==> src/rtl/core/shk_pkg.sv <==
// Shared types, codes and frame constants for the SET/UA link handshake.
package shk_pkg;

	// Frame bytes
	localparam logic [7:0] FLAG_BYTE = 8'h7E;
	localparam logic [7:0] SET_ADDR  = 8'h03;
	localparam logic [7:0] SET_CTRL  = 8'h03;
	localparam logic [7:0] UA_ADDR   = 8'h01;
	localparam logic [7:0] UA_CTRL   = 8'h07;

	// Frame geometry
	localparam int unsigned        FRAME_LEN = 5;
	localparam logic [2:0]         LAST_IDX  = 3'(FRAME_LEN - 1);

	// Register indexes
	localparam logic REG_TIMEOUT = 1'b0;
	localparam logic REG_LIMIT   = 1'b1;

	// Reset values of the registers
	localparam logic [15:0] TIMEOUT_RST = 16'd3;
	localparam logic [3:0]  LIMIT_RST   = 4'd3;

	// Command queue between front and back
	localparam int unsigned QUEUE_DEPTH = 4;
	localparam int unsigned QPTR_W      = $clog2(QUEUE_DEPTH);
	localparam int unsigned QCNT_W      = $clog2(QUEUE_DEPTH + 1);

	// Input operations
	typedef enum logic [1:0] {
		OP_START = 2'd0,
		OP_BYTE  = 2'd1,
		OP_TICK  = 2'd2,
		OP_NONE  = 2'd3
	} op_t;

	// Link status codes as reported
	typedef enum logic [1:0] {
		ST_IDLE = 2'd0,
		ST_WAIT = 2'd1,
		ST_CONN = 2'd2,
		ST_FAIL = 2'd3
	} status_t;

	// Link phase state machine
	typedef enum logic [3:0] {
		PH_IDLE = 4'b0001,
		PH_WAIT = 4'b0010,
		PH_CONN = 4'b0100,
		PH_FAIL = 4'b1000
	} phase_t;

	// One queued command: send a SET frame or report status only
	typedef struct packed {
		logic    send_set;
		status_t status;
	} cmd_t;

	// Byte k of the SET frame
	function automatic logic [7:0] set_byte(input logic [2:0] k);
		logic [7:0] b;
		case (k)
			3'd0: b = FLAG_BYTE;
			3'd1: b = SET_ADDR;
			3'd2: b = SET_CTRL;
			3'd3: b = SET_ADDR ^ SET_CTRL;
			3'd4: b = FLAG_BYTE;
			default: b = 8'h00;
		endcase
		return b;
	endfunction

	// Byte k of the UA frame
	function automatic logic [7:0] ua_byte(input logic [2:0] k);
		logic [7:0] b;
		case (k)
			3'd0: b = FLAG_BYTE;
			3'd1: b = UA_ADDR;
			3'd2: b = UA_CTRL;
			3'd3: b = UA_ADDR ^ UA_CTRL;
			3'd4: b = FLAG_BYTE;
			default: b = 8'h00;
		endcase
		return b;
	endfunction

	// Encode phase into reported status
	function automatic status_t phase_status(input phase_t ph);
		status_t s;
		case (ph)
			PH_IDLE: s = ST_IDLE;
			PH_WAIT: s = ST_WAIT;
			PH_CONN: s = ST_CONN;
			PH_FAIL: s = ST_FAIL;
			default: s = ST_IDLE;
		endcase
		return s;
	endfunction

endpackage

==> src/rtl/core/shk_front.sv <==
// Front part: takes input beats, runs matcher, timer and retry logic, queues commands.
module shk_front (
	input  logic             clk,
	input  logic             arst_n,
	input  logic             push,
	input  logic [1:0]       opcode,
	input  logic [7:0]       rx_byte,
	input  logic             cfg_we,
	input  logic             cfg_idx,
	input  logic [15:0]      cfg_wdata,
	input  logic             q_full,
	output logic             q_push,
	output shk_pkg::cmd_t    q_cmd
);

	logic [15:0]      timeout_q;
	logic [3:0]       limit_q;
	logic [2:0]       step_q, step_n;
	logic [15:0]      tick_q, tick_n;
	logic [3:0]       retry_q, retry_n;
	shk_pkg::phase_t  phase_q, phase_n;
	logic             send_n;
	logic [7:0]       exp_byte, prev_byte;
	logic [16:0]      tick_inc;
	logic [3:0]       retry_inc;

	// Configuration registers
	always_ff @(posedge clk or negedge arst_n) begin
		if (!arst_n) begin
			timeout_q <= shk_pkg::TIMEOUT_RST;
			limit_q   <= shk_pkg::LIMIT_RST;
		end else if (cfg_we) begin
			case (cfg_idx)
				shk_pkg::REG_TIMEOUT: timeout_q <= cfg_wdata;
				shk_pkg::REG_LIMIT:   limit_q   <= cfg_wdata[3:0];
				default:              timeout_q <= timeout_q;
			endcase
		end
	end

	assign q_push    = push & ~q_full;
	assign exp_byte  = shk_pkg::ua_byte(step_q);
	assign prev_byte = shk_pkg::ua_byte(step_q - 3'd1);
	assign tick_inc  = {1'b0, tick_q} + 17'd1;
	assign retry_inc = retry_q + 4'd1;

	// Classify the beat and work out the next link state
	always_comb begin
		step_n  = step_q;
		tick_n  = tick_q;
		retry_n = retry_q;
		phase_n = phase_q;
		send_n  = 1'b0;
		case (shk_pkg::op_t'(opcode))
			shk_pkg::OP_START: begin
				step_n  = 3'd0;
				tick_n  = 16'd0;
				retry_n = 4'd0;
				phase_n = shk_pkg::PH_WAIT;
				send_n  = 1'b1;
			end
			shk_pkg::OP_BYTE: begin
				if (phase_q == shk_pkg::PH_WAIT) begin
					if (rx_byte == exp_byte) begin
						if (step_q == shk_pkg::LAST_IDX) begin
							step_n  = 3'd0;
							tick_n  = 16'd0;
							phase_n = shk_pkg::PH_CONN;
						end else begin
							step_n = step_q + 3'd1;
						end
					end else if (step_q != 3'd0 && rx_byte == prev_byte) begin
						step_n = step_q;
					end else begin
						step_n = 3'd0;
					end
				end
			end
			shk_pkg::OP_TICK: begin
				if (phase_q == shk_pkg::PH_WAIT) begin
					if (tick_inc >= {1'b0, timeout_q}) begin
						tick_n  = 16'd0;
						retry_n = retry_inc;
						send_n  = 1'b1;
						if (retry_inc >= limit_q) begin
							phase_n = shk_pkg::PH_FAIL;
						end
					end else begin
						tick_n = tick_inc[15:0];
					end
				end
			end
			default: send_n = 1'b0;
		endcase
	end

	// Advance link state on an accepted beat
	always_ff @(posedge clk or negedge arst_n) begin
		if (!arst_n) begin
			step_q  <= 3'd0;
			tick_q  <= 16'd0;
			retry_q <= 4'd0;
			phase_q <= shk_pkg::PH_IDLE;
		end else if (q_push) begin
			step_q  <= step_n;
			tick_q  <= tick_n;
			retry_q <= retry_n;
			phase_q <= phase_n;
		end
	end

	assign q_cmd.send_set = send_n;
	assign q_cmd.status   = shk_pkg::phase_status(phase_n);

endmodule

==> src/rtl/core/shk_queue.sv <==
// Small command queue between the front and back parts.
module shk_queue (
	input  logic          clk,
	input  logic          arst_n,
	input  logic          wr_en,
	input  shk_pkg::cmd_t wr_cmd,
	input  logic          rd_en,
	output shk_pkg::cmd_t rd_cmd,
	output logic          full,
	output logic          nonempty
);

	shk_pkg::cmd_t                   mem [shk_pkg::QUEUE_DEPTH];
	logic [shk_pkg::QPTR_W-1:0]      wr_ptr_q, rd_ptr_q;
	logic [shk_pkg::QCNT_W-1:0]      count_q;

	assign full     = (count_q == shk_pkg::QCNT_W'(shk_pkg::QUEUE_DEPTH));
	assign nonempty = (count_q != '0);
	assign rd_cmd   = mem[rd_ptr_q];

	// Store entries
	always_ff @(posedge clk) begin
		if (wr_en) begin
			mem[wr_ptr_q] <= wr_cmd;
		end
	end

	// Move pointers and count
	always_ff @(posedge clk or negedge arst_n) begin
		if (!arst_n) begin
			wr_ptr_q <= '0;
			rd_ptr_q <= '0;
			count_q  <= '0;
		end else begin
			if (wr_en) begin
				wr_ptr_q <= wr_ptr_q + shk_pkg::QPTR_W'(1);
			end
			if (rd_en) begin
				rd_ptr_q <= rd_ptr_q + shk_pkg::QPTR_W'(1);
			end
			case ({wr_en, rd_en})
				2'b10:   count_q <= count_q + shk_pkg::QCNT_W'(1);
				2'b01:   count_q <= count_q - shk_pkg::QCNT_W'(1);
				default: count_q <= count_q;
			endcase
		end
	end

endmodule

==> src/rtl/core/shk_back.sv <==
// Back part: expands queued commands into result beats, one per cycle while pop is high.
module shk_back (
	input  logic          clk,
	input  logic          arst_n,
	input  shk_pkg::cmd_t q_cmd,
	input  logic          q_nonempty,
	output logic          q_pop,
	input  logic          pop,
	output logic          empty,
	output logic [7:0]    tx_byte,
	output logic          tx_valid,
	output logic          last,
	output logic [1:0]    link_status
);

	logic          valid_q;
	shk_pkg::cmd_t cmd_q;
	logic [2:0]    idx_q;
	logic          last_w;
	logic          load;

	assign last_w = ~cmd_q.send_set | (idx_q == shk_pkg::LAST_IDX);
	assign load   = ~valid_q | (pop & last_w);
	assign q_pop  = load & q_nonempty;

	// Hold the current command and step through its frame
	always_ff @(posedge clk or negedge arst_n) begin
		if (!arst_n) begin
			valid_q <= 1'b0;
			idx_q   <= 3'd0;
		end else if (load) begin
			valid_q <= q_nonempty;
			idx_q   <= 3'd0;
		end else if (pop) begin
			idx_q <= idx_q + 3'd1;
		end
	end

	always_ff @(posedge clk) begin
		if (load) begin
			cmd_q <= q_cmd;
		end
	end

	assign empty       = ~valid_q;
	assign tx_valid    = cmd_q.send_set;
	assign tx_byte     = cmd_q.send_set ? shk_pkg::set_byte(idx_q) : 8'h00;
	assign last        = last_w;
	assign link_status = cmd_q.status;

endmodule

==> src/rtl/core/set_ua_link_handshake.sv <==
// Top level of the SET/UA link handshake, sender side.
// An accepted beat waits in the four-entry queue, then in the back command register.
// Throughput: one input beat per cycle unless full; a start or timeout yields a
// five-beat SET frame, so the result side drains one beat per cycle while pop is high.
// Reset (arst_n low): link idle, counters cleared, queue and output empty,
// timeout and retry limit registers back to 3.
module set_ua_link_handshake (
	input  logic        clk,
	input  logic        arst_n,
	input  logic        push,
	output logic        full,
	input  logic [1:0]  opcode,
	input  logic [7:0]  rx_byte,
	output logic        empty,
	input  logic        pop,
	output logic [7:0]  tx_byte,
	output logic        tx_valid,
	output logic        last,
	output logic [1:0]  link_status,
	input  logic        cfg_we,
	input  logic        cfg_idx,
	input  logic [15:0] cfg_wdata
);

	shk_pkg::cmd_t fr_cmd, bk_cmd;
	logic          fr_push, bk_pop, q_nonempty;

	shk_front u_front (
		.clk       (clk),
		.arst_n    (arst_n),
		.push      (push),
		.opcode    (opcode),
		.rx_byte   (rx_byte),
		.cfg_we    (cfg_we),
		.cfg_idx   (cfg_idx),
		.cfg_wdata (cfg_wdata),
		.q_full    (full),
		.q_push    (fr_push),
		.q_cmd     (fr_cmd)
	);

	shk_queue u_queue (
		.clk      (clk),
		.arst_n   (arst_n),
		.wr_en    (fr_push),
		.wr_cmd   (fr_cmd),
		.rd_en    (bk_pop),
		.rd_cmd   (bk_cmd),
		.full     (full),
		.nonempty (q_nonempty)
	);

	shk_back u_back (
		.clk         (clk),
		.arst_n      (arst_n),
		.q_cmd       (bk_cmd),
		.q_nonempty  (q_nonempty),
		.q_pop       (bk_pop),
		.pop         (pop),
		.empty       (empty),
		.tx_byte     (tx_byte),
		.tx_valid    (tx_valid),
		.last        (last),
		.link_status (link_status)
	);

endmodule

==> config.mk <==
export PLATFORM = sky130hd
export DESIGN_NAME = set_ua_link_handshake
export DESIGN_NICKNAME = d
export VERILOG_FILES = /design/src/rtl/core/shk_pkg.sv /design/src/rtl/core/shk_front.sv /design/src/rtl/core/shk_queue.sv /design/src/rtl/core/shk_back.sv /design/src/rtl/core/set_ua_link_handshake.sv
export SDC_FILE = /design/constraint.sdc
export NUM_CORES = 1
export LEC_CHECK = 0
export BUFFER_PORTS_ARGS = -buffer_cell sky130_fd_sc_hd__buf_2
export CORE_MARGIN = 5
export CORE_UTILIZATION = 60
export DETAILED_ROUTE_END_ITERATION = 12
export PLACE_DENSITY = 0.85
export SYNTH_ARGS = -nofsm -noshare
export SYNTH_HDL_FRONTEND = slang
export SYNTH_SLANG_ARGS = --single-unit
==> constraint.sdc <==
create_clock -name clk -period 8.45 [get_ports clk]
set_clock_uncertainty 0.05 [all_clocks]
set_input_delay 2.1125 -clock clk [delete_from_list [all_inputs] [get_ports clk]]
set_output_delay 2.1125 -clock clk [all_outputs]
set_load 0.005 [all_outputs]
Word-level counts from Yosys, hierarchy flattened

Memories as Yosys holds them, arrays and structs flattened. A register that Yosys moved wholly into a read port is not among the register bits.
Index checks and enable logic that the tools add are counted.

Register bits: 58
Bits in writable memories: 12
Memories kept: 1
Bits of input ports: 32
Word-level logic and storage cells: 115
Output and inout bits: 14

Equality and inequality tests: 28
Reductions and logical operators: 21
Multiplexer cells: 34
$lt $le $gt $ge: 2
$add $sub $neg: 9
Bitwise operators: 9

Memories:

| name        | depth | width | read ports | clocked after memory_dff | wr ports | RTL line        | text |
|---|---|---|---|---|---|---|---|
| u_queue.mem | 4     | 3     | 1          | 1                        | 1        | shk_queue.sv:13 | `shk_pkg::cmd_t mem [shk_pkg::QUEUE_DEPTH];` |

Operators with widths:

| operator                                               | number |
|---|---|
| two-way mux 16 bit                                     | 5 |
| case mux 7 bit (4 select lines)                        | 2 |
| case mux 16 bit (3 select lines)                       | 1 |
| two-way mux 4 bit                                      | 8 |
| two-way mux 3 bit                                      | 6 |
| adder 16 x 1 -> 17 bit (second input constant)         | 1 |
| greater-or-equal comparator 17 x 16 -> 1 bit           | 1 |
| == test 8 x 7 -> 1 bit                                 | 2 |
| == test 3 x 2 -> 1 bit (second input constant)         | 5 |
| case mux 7 bit (2 select lines)                        | 1 |
| == test 3 bit (second input constant)                  | 4 |
| case mux 3 bit (2 select lines)                        | 2 |
| case mux 4 bit (3 select lines)                        | 1 |
| inequality test 2 x 1 -> 1 bit (second input constant) | 5 |
| adder 3 x 1 -> 3 bit (second input constant)           | 3 |
| == test 3 x 1 -> 1 bit (second input constant)         | 3 |
| logical NOT 3 bit                                      | 3 |
| nonzero test 3 bit                                     | 3 |
| == test 4 x 2 -> 1 bit (second input constant)         | 2 |
| case mux 4 bit (2 select lines)                        | 1 |
| AND reduction 4 bit                                    | 2 |
| nonzero test 2 bit                                     | 4 |
| OR reduction 2 bit                                     | 4 |
| two-way mux 7 bit                                      | 1 |
| 19 further kinds                                       | 33 |

Logic depth before layout (Yosys ltp)

Depth in word-level cells: 10
Gate-level depth with buffers: 14
Depth with buffers taken out: 13

Cells and area by module

From an unflattened synthesis, not the netlist that was laid out.

Cell total of the unflattened synthesis: 415
Area, all modules: 4334.2 um^2

By module, submodules not included:

| module    | instances | area an instance (um^2) | cells an instance | sequential area each (um^2) |
|---|---|---|---|---|
| shk_front | 1         | 3055.4                  | 326               | 1182.4 |
| shk_queue | 1         | 827.0                   | 49                | 535.5 |
| shk_back  | 1         | 451.7                   | 40                | 190.2 |

Worst setup path after synthesis

No wires, ideal clock.

Path type: input port to flip-flop
From: input rx_byte[3]
To: register u_front.tick_q[2]
Required time: 8.299 ns
Path slack: 4.622 ns
Data arrival time: 3.677 ns
Stages on the path: 7
Buffers on the path: 1
Library setup time: 0.101 ns
Cell sequence: nor4_1 -> mux2_2 -> nand4_1 -> a21o_1 -> or4_1 -> buf_2 -> o311ai_2

Cells in the longest elaborated chain, start to end: 3

RTL lines:

| what                                     | RTL line                    | text |
|---|---|---|
| start: declaration                       | set_ua_link_handshake.sv:13 | `input logic [7:0] rx_byte,` |
| == test 8 x 7 -> 1 bit                   | shk_front.sv:64             | `if (rx_byte == exp_byte) begin` |
| inequality test 2 x 1 -> 1 bit (no line) | n/a                         |  |
| AND reduction 6 bit (no line)            | n/a                         |  |
| end signal: assignment                   | shk_front.sv:106            | `tick_q <= tick_n;` |
| end: declaration                         | shk_front.sv:19             | `logic [15:0] tick_q, tick_n;` |

Every way passes these cells.
A chain may end at the register's enable or synchronous reset.

Final worst setup path

From: input push
To: register u_front.tick_q[2]

Cells in the longest elaborated chain, start to end: 2

RTL lines:

| what                          | RTL line                    | text |
|---|---|---|
| start: declaration            | set_ua_link_handshake.sv:10 | `input logic push,` |
| AND 1 bit                     | shk_front.sv:41             | `assign q_push = push & ~q_full;` |
| AND reduction 6 bit (no line) | n/a                         |  |

Every way passes these cells.

==> flow_summary.toml <==
[clock_network]
cts.sinks = 73
cts_buffers = 9
cts.clk_slew.worst_paths_ns = 0.08
post_cts_buffers = 0
clock-root-buffer = "clkbuf_8"
cts_tree = "done"
htreeDepth = 3
insertion_delay_ns = 0.36
hold_buffers = 0
cts_resized = 0
clk_path_buf_depth = 2

[floorplan]
fp.coreArea_um2 = 7176
row_count = 31
io_pins = 46
die_height_um = 95.29
dieArea_um2 = 9079
die_w_um = 95.29
start_util_pct = 60.82

[run]
cap_violations = 0

[worst_setup_path]
r2r_start = "u_front.tick_q[0]"
arrival_ns = 4.34
cp_cell_sequence = "buf_2, nor2b_1, nand2_1, a21o_1, or4_1, o311ai_2"
critical_path_class = "in2reg"
cp.required_ns = 8.66
cp-end-kind = "flip-flop"
ff2ff_setup_slack_ns = 4.33
path_max_fanout = 26
crit_path_top_delay_cell = "nor2b_1"
reg2reg_depth = 13
critPathTopFamily = "simple AND/OR/NAND/NOR gates"
rr_endpoint = "u_front.tick_q[2]"
start_kind = "primary input"
critPathBufInv = 1
slowest_delay_ns = 0.71

[timing]
worstMarginPinSlew_ns = 0.9959
period_minus_slack_ns = 4.135
maxSlewViolCount = 0
slew_headroom_pct = 32.99
setup_ws_ns = 4.315
max_freq_mhz = 241.8
fin_tns_setup_ns = 0
period_share_pct = 48.94
rsz0062_at_grt = "no"
finalSetupViolCount = 0
hold_viol = 0

[yosys]
synth-edff-count = 15
syn-cell-area_um2 = 4364
synthesis.instances = 456
avgSynthCellArea_um2 = 9.571
yosysWarnings = 0
ys_types = 52
async_reset_ff_share_pct = 79.45
synthFlopType = "dfrtp_1"
syn_nets = 527
synth-seq-area-share_pct = 43.72
synth_seq_cells = 73

[global_routing]
grtUsageTotal_pct = 20.50
grt_max_degree = 41
grt_pass1_wl_mm = 14.54
grt-ovfl-total = 0
first_global_vias = 3272
grt_antenna_before_repair = 0

[placed_design]
hpwl_mm = 6.428
pre_cts_ws_ns = 3.936
place_congestion = 0.9044
place_area_um2 = 4631
numPortBuffers = 44

[cells_and_area]
syn2layout_area_growth_pct = 10.78
fin_area_um2 = 4835
multi_input_area_um2 = 2195
fillers = 587
diodes = 0
seq_area_um2 = 1908
nNetsFinal = 565
drive_above_1_share_pct = 16.83

[pwr]
irDropWorstVdd_mv = 0.1078
leakagePower_nw = 2.233
power_density_nw_per_um2 = 227.3

[worst_hold_path]
worstHoldEndpoint = "u_queue.count_q[2]"
hp-start = "u_queue.count_q[2]"
hold_path.class = "reg2reg"
min_path_cells = 1

[route]
ant_nets = 0
drt-pass1-iter-count = 4
drt_iter0_markers = 222
vias_per_cell = 5.677
drt-total-wl_mm = 8.556
wire_per_inst_um = 14.31
drc = 0
via_count = 3395

[outcome]
status = "finished, final reports clean"
==> worst reg2reg max path: stages (launching register included) <==
cell and delay (ns):
dfrtp_1 0.43, ha_1 0.23, nand3_1 0.21, nor2_1 0.31, and3_1 0.21, xnor2_1 0.15
inv_1 0.09, ha_1 0.30, a211oi_1 0.31, nor3_1 0.10, a211oi_1 0.28, o211ai_1 0.38
or4_1 0.71, o311ai_2 0.25
==> synth_stat cells (all sizes together), types with 7 or more instances <==
cell type / instances / area (um2)
buf: 7 / 47.55
ha: 38 / 475.5
xor2: 12 / 105.1
edfxtp: 15 / 450.4
nand3: 17 / 85.08
clkbuf: 12 / 45.04
o211ai: 7 / 52.55
xnor2: 11 / 96.34
inv: 45 / 168.9
o21ai: 33 / 165.2
dfrtp: 53 / 1326
nor3: 10 / 55.05
nand4: 11 / 68.82
and2: 8 / 50.05
a21oi: 10 / 50.05
nor2: 18 / 67.56
nand2: 66 / 247.7
==> sequential cells by signal, indices dropped and copies added (netlist names) <==
signal / count
u_back.link_status: 2
u_front.retry_q: 4
u_back.idx_q: 3
u_queue.wr_ptr_q: 2
u_back.tx_valid: 1
u_front.phase_q: 4
u_back.valid_q: 1
u_queue.mem: 12
u_front.limit_q: 4
u_front.step_q: 3
u_front.tick_q: 16
u_queue.count_q: 3
u_queue.rd_ptr_q: 2
u_front.timeout_q: 16
==> stage by stage <==
step / utilization, % / hold slack, ns / std cells / power (mW)
global route: 67.38 / 0.4936 / 598 / 1.179
floorplan: - / 0.4060 / 456 / 0.7345
global placement: 64.53 / 0.4237 / 582 / 0.8000
detailed placement: 64.53 / 0.4334 / 582 / 0.8283
finish: 67.38 / 0.4471 / 598 / 1.099
CTS: 67.38 / 0.4502 / 598 / 1.109
==> power breakdown <==
group          switching [mW]  leakage [nW]  internal, mW
Combinational           0.179          1.27         0.150
Clock                   0.141        0.0960         0.139
Sequential             0.0558         0.868         0.435
Total                   0.376          2.23         0.723
==> area by class of cell <==
cell class,instances,area share (%)
Tap cell,99,2.562
Inverter,45,3.494
Clock inverter,7,1.656
Multi-Input combinational cell,319,45.39
Clock buffer,9,2.562
Sequential cell,73,39.47
Timing Repair Buffer,46,4.865
==> cell usage in the layout (no fill, tap or decap), drive strengths merged, types with 8 or more instances in the layout <==
| cell type | count |
|---|---|
| ha | 38 |
| nand3 | 17 |
| xor2 | 12 |
| nor3 | 10 |
| nor2 | 18 |
| a21oi | 10 |
| inv | 46 |
| and2 | 8 |
| xnor2 | 11 |
| o21ai | 33 |
| buf | 46 |
| dfrtp | 53 |
| nand4 | 11 |
| clkbuf | 9 |
| nand2 | 66 |
| edfxtp | 15 |
==> cells by family (layout without fill, tap and decap cells) <==
| kind of cell | count (synthesis) | count (layout) | share of synthesized area (%) |
|---|---|---|---|
| compound gates | 84 | 84 | 12.27 |
| fa+ha+maj | 39 | 39 | 11.35 |
| other cells | 1 | 1 | 0.08593 |
| mux | 14 | 14 | 4.243 |
| buf+inv | 64 | 107 | 5.992 |
| flops | 73 | 73 | 43.72 |
| simple gates | 158 | 158 | 17.72 |
| xor+xnor | 23 | 23 | 4.616 |
==> how the worst max path moves through the flow <==
stage / startpoint / end / cells after the start
2_1_floorplan: rx_byte[3] / u_front.tick_q[2] / 7
3_3_place_gp: push / u_front.tick_q[2] / 6
3_5_place_dp: push / u_front.tick_q[2] / 6
4_1_cts: push / u_front.tick_q[2] / 6
5_1_grt: u_front.tick_q[0] / u_front.tick_q[2] / 11
6_report: push / u_front.tick_q[2] / 6
==> layer usage <==
metal | up-vias | global-route usage, % | wire length, um
li1 | 1673 | - | -
met1 | 1616 | 25.64 | 3792
met2 | 91 | 34.29 | 4092
met3 | 15 | 5.367 | 509
met4 | 0 | 7.212 | 161
met5 | - | 0 | 0
(Power assumes the default switching activity.)
